`config.mk`:
```
export PLATFORM = sky130hd
export DESIGN_NAME = gbba_locate
export DESIGN_NICKNAME = d
export VERILOG_FILES = /design/src/sv/gbba_pkg.sv /design/src/sv/gbba_locate.sv
export SDC_FILE = /design/constraint.sdc
export NUM_CORES = 1
export LEC_CHECK = 0
export ABC_AREA = 1
export CORE_ASPECT_RATIO = 0.9
export CORE_UTILIZATION = 40
export CTS_CLUSTER_DIAMETER = 30
export CTS_CLUSTER_SIZE = 25
export DETAILED_ROUTE_END_ITERATION = 6
export DONT_BUFFER_PORTS = 1
export GPL_TIMING_DRIVEN = 0
export PLACE_DENSITY = 0.53
export SLEW_MARGIN = 20
export SYNTH_ARGS = -nofsm -noshare
export SYNTH_HDL_FRONTEND = slang
export SYNTH_SLANG_ARGS = --single-unit
```
`constraint.sdc`:
```
create_clock -name i_clk -period 3.09 [get_ports i_clk]
set_input_delay 0.1545 -clock i_clk [delete_from_list [all_inputs] [get_ports i_clk]]
set_output_delay 0.1545 -clock i_clk [all_outputs]
set_load 0.02 [all_outputs]
```
`src/sv/gbba_pkg.sv`:
```
package gbba_pkg;

    // Fixed geometry of the bitmap store.
    localparam int MAX_GROUPS  = 8;
    localparam int MAX_BPG     = 8192;
    localparam int WORD_BITS   = 64;
    localparam int GRP_W       = $clog2(MAX_GROUPS);
    localparam int BIT_W       = $clog2(WORD_BITS);
    localparam int OFF_W       = $clog2(MAX_BPG);
    localparam int WPG_W       = OFF_W - BIT_W;
    localparam int ADDR_W      = GRP_W + WPG_W;
    localparam int MEM_DEPTH   = MAX_GROUPS * MAX_BPG / WORD_BITS;
    localparam int CNT_W       = OFF_W + 1;
    localparam int BLK_W       = 17;
    localparam int NG_W        = 4;
    localparam int BPG_W       = 14;

    // Operation codes.
    localparam logic [1:0] FN_ALLOC = 2'd0;
    localparam logic [1:0] FN_FREE  = 2'd1;
    localparam logic [1:0] FN_MARK  = 2'd2;

    // Result status codes.
    localparam logic [2:0] ST_OK       = 3'd0;
    localparam logic [2:0] ST_NO_SPACE = 3'd1;
    localparam logic [2:0] ST_RANGE    = 3'd2;
    localparam logic [2:0] ST_FREE     = 3'd3;
    localparam logic [2:0] ST_USED     = 3'd4;

    // Configuration register indexes.
    localparam logic [1:0] CFG_FIRST_DATA_BLOCK = 2'd0;
    localparam logic [1:0] CFG_BLOCKS_PER_GROUP = 2'd1;
    localparam logic [1:0] CFG_GROUPS_IN_USE    = 2'd2;

    typedef enum logic [3:0] {
        S_CLEAR,
        S_IDLE,
        S_GRP,
        S_SCAN,
        S_CALC,
        S_LOCATE,
        S_LRD,
        S_LMOD,
        S_FINISH
    } t_state;

    // Result of the block-to-group mapping.
    typedef struct packed {
        logic             done;
        logic             in_range;
        logic [GRP_W-1:0] grp;
        logic [OFF_W-1:0] offset;
    } t_loc_res;

    // Position of the lowest set bit of a word.
    function automatic logic [BIT_W-1:0] lowest_set(input logic [WORD_BITS-1:0] w);
        logic [BIT_W-1:0] pos;
        pos = '0;
        for (int k = WORD_BITS - 1; k >= 0; k--) begin
            if (w[k]) begin
                pos = BIT_W'(k);
            end
        end
        return pos;
    endfunction

endpackage

```
`src/sv/gbba_locate.sv`:
```
module gbba_locate
    import gbba_pkg::*;
(
    input  logic             i_clk,
    input  logic             i_rst_n,
    input  logic             i_start,
    input  logic [BLK_W-1:0] i_block,
    input  logic             i_fdb,
    input  logic [BPG_W-1:0] i_bpg,
    input  logic [NG_W-1:0]  i_ng,
    output t_loc_res         o_res
);

    logic             r_busy;
    logic [BLK_W-1:0] r_rem;
    logic [GRP_W-1:0] r_g;
    t_loc_res         r_res;
    logic [NG_W-1:0]  ng_last;
    logic             rem_fits;

    assign ng_last  = i_ng - NG_W'(1);
    assign rem_fits = r_rem < BLK_W'(i_bpg);
    assign o_res    = r_res;

    // Repeated subtraction of the group size, one group per cycle.
    always_ff @(posedge i_clk) begin
        if (!i_rst_n) begin
            r_busy   <= 1'b0;
            r_res.done <= 1'b0;
        end else begin
            r_res.done <= 1'b0;
            if (i_start) begin
                r_rem  <= i_block - BLK_W'(i_fdb);
                r_g    <= '0;
                r_busy <= (i_block >= BLK_W'(i_fdb));
                if (i_block < BLK_W'(i_fdb)) begin
                    r_res.done     <= 1'b1;
                    r_res.in_range <= 1'b0;
                end
            end else if (r_busy) begin
                if (rem_fits) begin
                    r_busy         <= 1'b0;
                    r_res.done     <= 1'b1;
                    r_res.in_range <= 1'b1;
                    r_res.grp      <= r_g;
                    r_res.offset   <= r_rem[OFF_W-1:0];
                end else if (r_g == ng_last[GRP_W-1:0]) begin
                    r_busy         <= 1'b0;
                    r_res.done     <= 1'b1;
                    r_res.in_range <= 1'b0;
                end else begin
                    r_rem <= r_rem - BLK_W'(i_bpg);
                    r_g   <= r_g + GRP_W'(1);
                end
            end
        end
    end

endmodule

```
==> results of run 1 <==
[per-layer routing]
metal,track usage,part of all wire,vias up
li1,-,-,1224
met1,0.252,0.49,1043
met2,0.308,0.44,68
met3,0.0519,0.069,7
met4,0.0540,0.0092,0
met5,0,0,-
[final cells by class]
type	instances	area, um^2	share of cell area
Buffer	4	18.8	0.00612
Tap cell	90	113	0.0367
Multi-Input combinational cell	266	1470	0.481
Sequential cell	39	1150	0.376
Clock buffer	5	68.8	0.0224
Inverter	56	210	0.0686
Clock inverter	3	15.0	0.00490
Timing Repair Buffer	1	15.0	0.00490
[state kept, by name, indices dropped and copies added (netlist names)]
name	flops
r_rem	17
r_g	3
o_res	18
r_busy	1
[logic make-up after synthesis]
logic type,Yosys count,share of synthesized area
AND/OR/NAND/NOR,187,0.300
buffers and inverters,60,0.0805
AO/OA/AOI/OAI,47,0.0880
flip-flops,39,0.405
adder cells (fa/ha/maj),19,0.0862
XOR/XNOR,11,0.0339
multiplexers,2,0.00704
[worst max path at each step]
stage | start | endpoint | slack (ns) | depth (start not counted)
final | r_rem[7] | r_rem[8] | 0.53 | 9
after global placement | r_rem[8] | r_rem[6] | -0.42 | 9
after CTS | r_rem[7] | r_rem[8] | 0.48 | 9
after global routing | r_rem[8] | r_rem[7] | 0.31 | 9
after detailed placement | r_rem[7] | r_rem[6] | 0.50 | 9
after floorplan | r_rem[8] | r_g[0] | 0.48 | 9
[worst register-to-register path, delay by kind of cell, from the launching register on]
kind / cells / cell delay, ns
adder cells (fa/ha/maj): 1 / 0.37
AO/OA/AOI/OAI: 1 / 0.11
AND/OR/NAND/NOR: 7 / 1.32
flip-flops: 1 / 0.40
[power breakdown]
group / switching (mW) / leakage, nW / total [mW] / internal (mW)
Clock: 0.197 / 0.0477 / 0.352 / 0.155
Combinational: 0.217 / 0.950 / 0.341 / 0.124
Sequential: 0.0203 / 0.359 / 0.644 / 0.624
[cells in the final DEF (no fill, tap or decap), types with 4 or more instances in the layout]
cell type  count
a21oi_1       23
clkbuf_8       5
edfxtp_1      37
ha_1          18
inv_1         52
nand2_1       90
nand3_1       30
nor2_1        34
nor2_2         5
nor3_1         5
o21ai_0       13
o21ai_1        5
xnor2_1        4
xor2_1         7
==> metrics.yaml, run 1 <==
outcome: "finished clean"
drc_errors: 0
dp_cells: 456
vias: 2342
die_x_um: 90.9
slew_viol_final: 0
seq_area_frac_synth: 0.405
fin_nets: 431
die_y_um: 82.0
end_kind: "flip-flop"
r2r_cells: 9
drv_cap: 0
antenna_found_initial: 0
rsz0062_at_grt: "no"
cts_made_buffers: 5
ys_top_cells_by_area: "edfxtp_1, nand2_1, ha_1"
clk_latency_ns: 0.30
clk_pin_slew_ns: 0.09
cts_root_buffer: "clkbuf_8"
drive_gt1_frac: 0.0802
n_antenna_cell: 0
clk_path_buf_depth: 2
synthArstFlopShare: 0
ys_seq_elements: 39
overflow: 0
crit_type: "flip-flop to flip-flop"
post_cts.repair.setup_buffers: 0
syn_avg_cell_area_um2: 7.79
rows: 28
cp_cell_sequence: "ha_1 > nand2_1 > nor2_2 > nand3_1 > nand3_1 > nand2_1 > nand2_1 > a21oi_1 > nor2_4"
synthCells: 365
fmax_mhz: 391
grt_start_max_net_pins: 21
dpl_cell_area_mm2: 0.00298
wire_per_inst_um: 14.4
critPathTopFamily: "simple AND/OR/NAND/NOR gates"
yosysMostFrequentCell: "nand2_1"
r2r-start: "r_rem[7]"
setup_tns_ns: 0
period_share: 0.829
synth_common_cells: "nand2_1, inv_1, edfxtp_1, nor2_1, nand3_1"
critical_path.startpoint_type: "flip-flop"
die_area_mm2: 0.00745
holdPathEnd: "r_busy"
relSlewSlack: 0.542
yosysTopAreaCell: "edfxtp_1"
synth_nets: 423
dp_hpwl_um: 5220
crit_buf_inv: 0
viasPerCell: 5.05
worst_slack_ns: 0.529
ff2ff_setup_slack_ns: 0.53
critPathSlowestCell: "nor2_4"
cts.htree.levels: 2
cts.sinks: 39
syn_area_mm2: 0.00284
worst_slew_pin_slew_ns: 0.686
yosysWarnings: 0
drt_iter0_drc: 105
final_util: 0.456
critPathMaxFanout: 20
place_ws_ns: 0.498
post-route-min-period_ns: 2.56
cts_resized: 0
synth_edf_count: 37
hold_ws_ns: 0.0963
r2r-end: "r_rem[8]"
finalSetupViolCount: 0
p_per_area_mw_per_mm2: 436
core_area_mm2: 0.00673
clock_skew_ns: 0.0122
grt.total_usage: 0.191
start_util: 0.423
final_cell_area_mm2: 0.00307
critPathArrivalTime_ns: 2.49
drtPass1Iterations: 5
grt_pass1_vias: 2269
gp_congestion: 0.861
critPathRequiredTime_ns: 3.02
ioPinCount: 57
power.total_mw: 1.34
syn_to_final_growth_pct: 7.79
synth_top_area_frac: 0.391
hold_class: "input port to flip-flop"
ant_nets: 0
fillCellCount: 693
cts-hold-fix-buffers: 0
max_stage_delay_ns: 0.55
cts_tree: "yes"
fin_cells: 464
grt_pass1_wl_um: 10900
min_from: "i_block[13]"
hold_viol_final: 0
leakagePower_nw: 1.36
wl_um: 6660
synthDistinctLibCells: 35
cpMostUsedCell: "nand2_1"
synthFlopType: "edfxtp_1"
numPortBuffers: 0
holdPathStages: 4
peakVddDrop_mv: 0.187
Power figures use the tool's default switching activity.
==> run 2: changes to the inputs <==
--- a/config.mk
+++ b/config.mk
@@ -5,7 +5,7 @@
 export SDC_FILE = /design/constraint.sdc
 export NUM_CORES = 1
 export LEC_CHECK = 0
-export ABC_AREA = 1
+export ABC_AREA = 0
 export CORE_ASPECT_RATIO = 0.9
 export CORE_UTILIZATION = 40
 export CTS_CLUSTER_DIAMETER = 30
@@ -13,7 +13,7 @@
 export DETAILED_ROUTE_END_ITERATION = 6
 export DONT_BUFFER_PORTS = 1
 export GPL_TIMING_DRIVEN = 0
-export PLACE_DENSITY = 0.53
+export PLACE_DENSITY = 0.55
 export SLEW_MARGIN = 20
 export SYNTH_ARGS = -nofsm -noshare
 export SYNTH_HDL_FRONTEND = slang
==> constraint.sdc (replaced) <==
create_clock -name i_clk -period 2.15 [get_ports i_clk]
set_input_delay 0.1075 -clock i_clk [delete_from_list [all_inputs] [get_ports i_clk]]
set_output_delay 0.1075 -clock i_clk [all_outputs]
set_load 0.02 [all_outputs]
==> metrics.yaml, run 2 <==
yosysMostFrequentCell: "edfxtp_1"
synth_compound_area_frac: 0.143  # +0.0554
worst_slack_ns: -0.150  # -0.680 ns
outcome: "finished, violations left"
hold_ws_ns: 0.00820  # -0.0881 ns
antenna_found_initial: 0  # unchanged
synth-simple-area-share: 0.181  # -0.119
use_met1: 0.270  # +0.0174
drt_iter0_drc: 119  # +13%
hold_class: "input port to flip-flop"
n_antenna_cell: 0  # unchanged
cts_root_buffer: "clkbuf_8"
synthDistinctLibCells: 46  # +31%
clock_skew_ns: 0.00419  # -0.00800 ns
grt_pass1_vias: 2050  # -9.7%
leakagePower_nw: 1.25  # -7.8%
grt_pass1_wl_um: 10200  # -6.1%
fin_nets: 358  # -17%
synth_nets: 338  # -20%
core_area_mm2: 0.00655  # -2.6%
finalSetupViolCount: 40  # +40
wl_um: 6510  # -2.3%
critPathRequiredTime_ns: 2.22  # -0.80 ns
numPortBuffers: 0  # unchanged
grt_use_met2: 0.300  # -0.00833
clk_latency_ns: 0.29  # about the same
vias: 2105  # -10%
crit_type: "flip-flop to flip-flop"
die_area_mm2: 0.00707  # -5.1%
die_y_um: 79.9  # -2.6%
period_share: 1.07  # +0.241
fillCellCount: 600  # -13%
rsz0062_at_grt: "yes"
viasPerCell: 5.38  # +6.7%
yosysTopAreaCell: "edfxtp_1"
synthArstFlopShare: 0  # unchanged
yosys.area_share.xor_xnor: 0.0942  # +0.0603
drv_cap: 0  # unchanged
seqCellArea_mm2: 0.00115  # unchanged
fmax_mhz: 435  # +11%
die_x_um: 88.5  # -2.6%
synth_top_area_frac: 0.412  # +0.0214
cts_made_buffers: 5  # unchanged
violations: "negative setup slack"
dp_cells: 370  # -19%
synthFlopType: "edfxtp_1"
cts-hold-fix-buffers: 0  # unchanged
grt_start_max_net_pins: 13  # -38%
post-route-min-period_ns: 2.30  # -0.260 ns
overflow: 0  # unchanged
multi_input_area_mm2: 0.00174  # +18%
grt.total_usage: 0.196  # +0.00555
syn_area_mm2: 0.00270  # -5.2%
rows: 28  # unchanged
top_usage_layer: "met2"
gp_congestion: 0.822  # -4.5%
cts.sinks: 39  # unchanged
start_util: 0.412  # -0.0112
clk_pin_slew_ns: 0.08  # about the same
worst_slew_pin_slew_ns: 0.785  # +0.0994 ns
relSlewSlack: 0.475  # -0.0665
ant_nets: 0  # unchanged
layout_common_cells: "edfxtp_1, nand2_1, inv_1"
hold_viol_final: 0  # unchanged
p_per_area_mw_per_mm2: 736  # +69%
yosysWarnings: 0  # unchanged
fin_cells: 391  # -16%
drtPass1Iterations: 4  # -1
place_ws_ns: -0.359  # -0.857 ns
clk_path_buf_depth: 2  # unchanged
ioPinCount: 57  # unchanged
synth_edf_count: 37  # unchanged
ys_top_cells_by_area: "edfxtp_1, ha_1, xnor2_1"
grtUsageMet3: 0.0507  # -0.00118
seq_area_frac_synth: 0.427  # +0.0222
synth_mux_area_frac: 0.0186  # +0.0115
syn_avg_cell_area_um2: 9.63  # +24%
slew_viol_final: 0  # unchanged
final_common_cell: "edfxtp_1"
synth_top_family_by_area: "simple AND/OR/NAND/NOR gates"
cts.htree.levels: 2  # unchanged
largest_register_ffs: 18  # unchanged
critical_path.startpoint_type: "flip-flop"
syn_to_final_growth_pct: 25.2
synth_common_cells: "edfxtp_1, nand2_1, inv_1, nor2_1, ha_1"
end_kind: "flip-flop"
critPathMaxFanout: 10  # -50%
drive_gt1_frac: 0.196  # +0.116
drc_errors: 0  # unchanged
dp_hpwl_um: 4670  # -10%
cts_tree: "yes"
synth_fa_ha_area_frac: 0.0910  # +0.00472
synthCells: 280  # -23%
ys_seq_elements: 39  # unchanged
critPathArrivalTime_ns: 2.37  # -0.12 ns
wire_per_inst_um: 16.6  # +16%
peakVddDrop_mv: 0.264  # +42%
-- run 2: cell types whose count changed in the layout (fill, tap and decap cells not counted), sizes merged, moves of 6 or more --
cell    before  now
inv         55   25
nand3       32    7
buf          4   13
nand2       90   31
or2          6    0
nor2        41   22
nand2b       0    6
xnor2        4   17
a31oi        0    6
nor2b        0    6
-- run 2: metrics by stage --
step                      cell area, um^2  power, mW  setup TNS (ns)   util
after CTS                            3220       2.40           -4.83  0.492
final                                3370       2.48           -4.03  0.515
after global routing                 3370       2.61           -7.58  0.515
after floorplan                      2770       1.46               0      -
after global placement               2880       1.58          -12.66  0.440
after detailed placement             2880       1.59          -12.96  0.440
-- run 2: cell families after synthesis --
| logic type | Yosys count |
|---|---|
| compound gates | 60 |
| xor+xnor | 29 |
| fa+ha+maj | 19 |
| buf+inv | 32 |
| flops | 39 |
| mux | 5 |
| simple gates | 96 |
-- run 2: timing repair --
| action | CTS | global route |
|---|---|---|
| pin swaps | 5 | 6 |
| endpoints found under the setup margin | 42 | 49 |
| buffers inserted | 6 | 6 |
| cloned | 3 | 0 |
| gates resized for setup | 20 | 24 |
-- run 2: power breakdown --
group	internal, mW	switching, mW
Sequential	0.923	0.0504
Combinational	0.354	0.417
Clock	0.464	0.276
Total	1.74	0.743
-- run 2: area by class of cell --
| class | instances | area share |
|---|---|---|
| repair buffers | 12 | 0.0363 |
| clock buffers | 6 | 0.0215 |
| flip-flops and latches | 39 | 0.341 |
| clock inverters | 2 | 0.0178 |
| multi-input cells | 212 | 0.515 |
| plain buffers | 5 | 0.00667 |
| inverters | 25 | 0.0278 |
| well taps | 90 | 0.0334 |
-- run 2: path summary, 6_finish.rpt --
| path | startpoint | endpoint | slack (ns) | cells after the start |
|---|---|---|---|---|
| worst max-delay path | r_rem[3] | o_res[3] | -0.15 | 8 |
| worst min-delay path | i_rst_n | o_res[17] | 0.008 | 2 |
| worst max register to register | r_rem[3] | o_res[3] | -0.15 | 8 |
| worst min register to register | r_rem[7] | o_res[7] | 0.46 | 0 |
-- run 2: layer usage --
metal / share of wire / vias up
li1: - / 1055
met5: 0 / -
met4: 0.011 / 0
met3: 0.048 / 6
met2: 0.44 / 54
met1: 0.50 / 990
-- run 2: critical path, stage by stage (launching register included) --
cell and delay (ns):
edfxtp_1 0.44, ha_4 0.33, o211ai_1 0.10, a21oi_2 0.18
o21ai_2 0.10, a2111oi_4 0.38, buf_4 0.18, and4b_4 0.22
buf_12 0.15
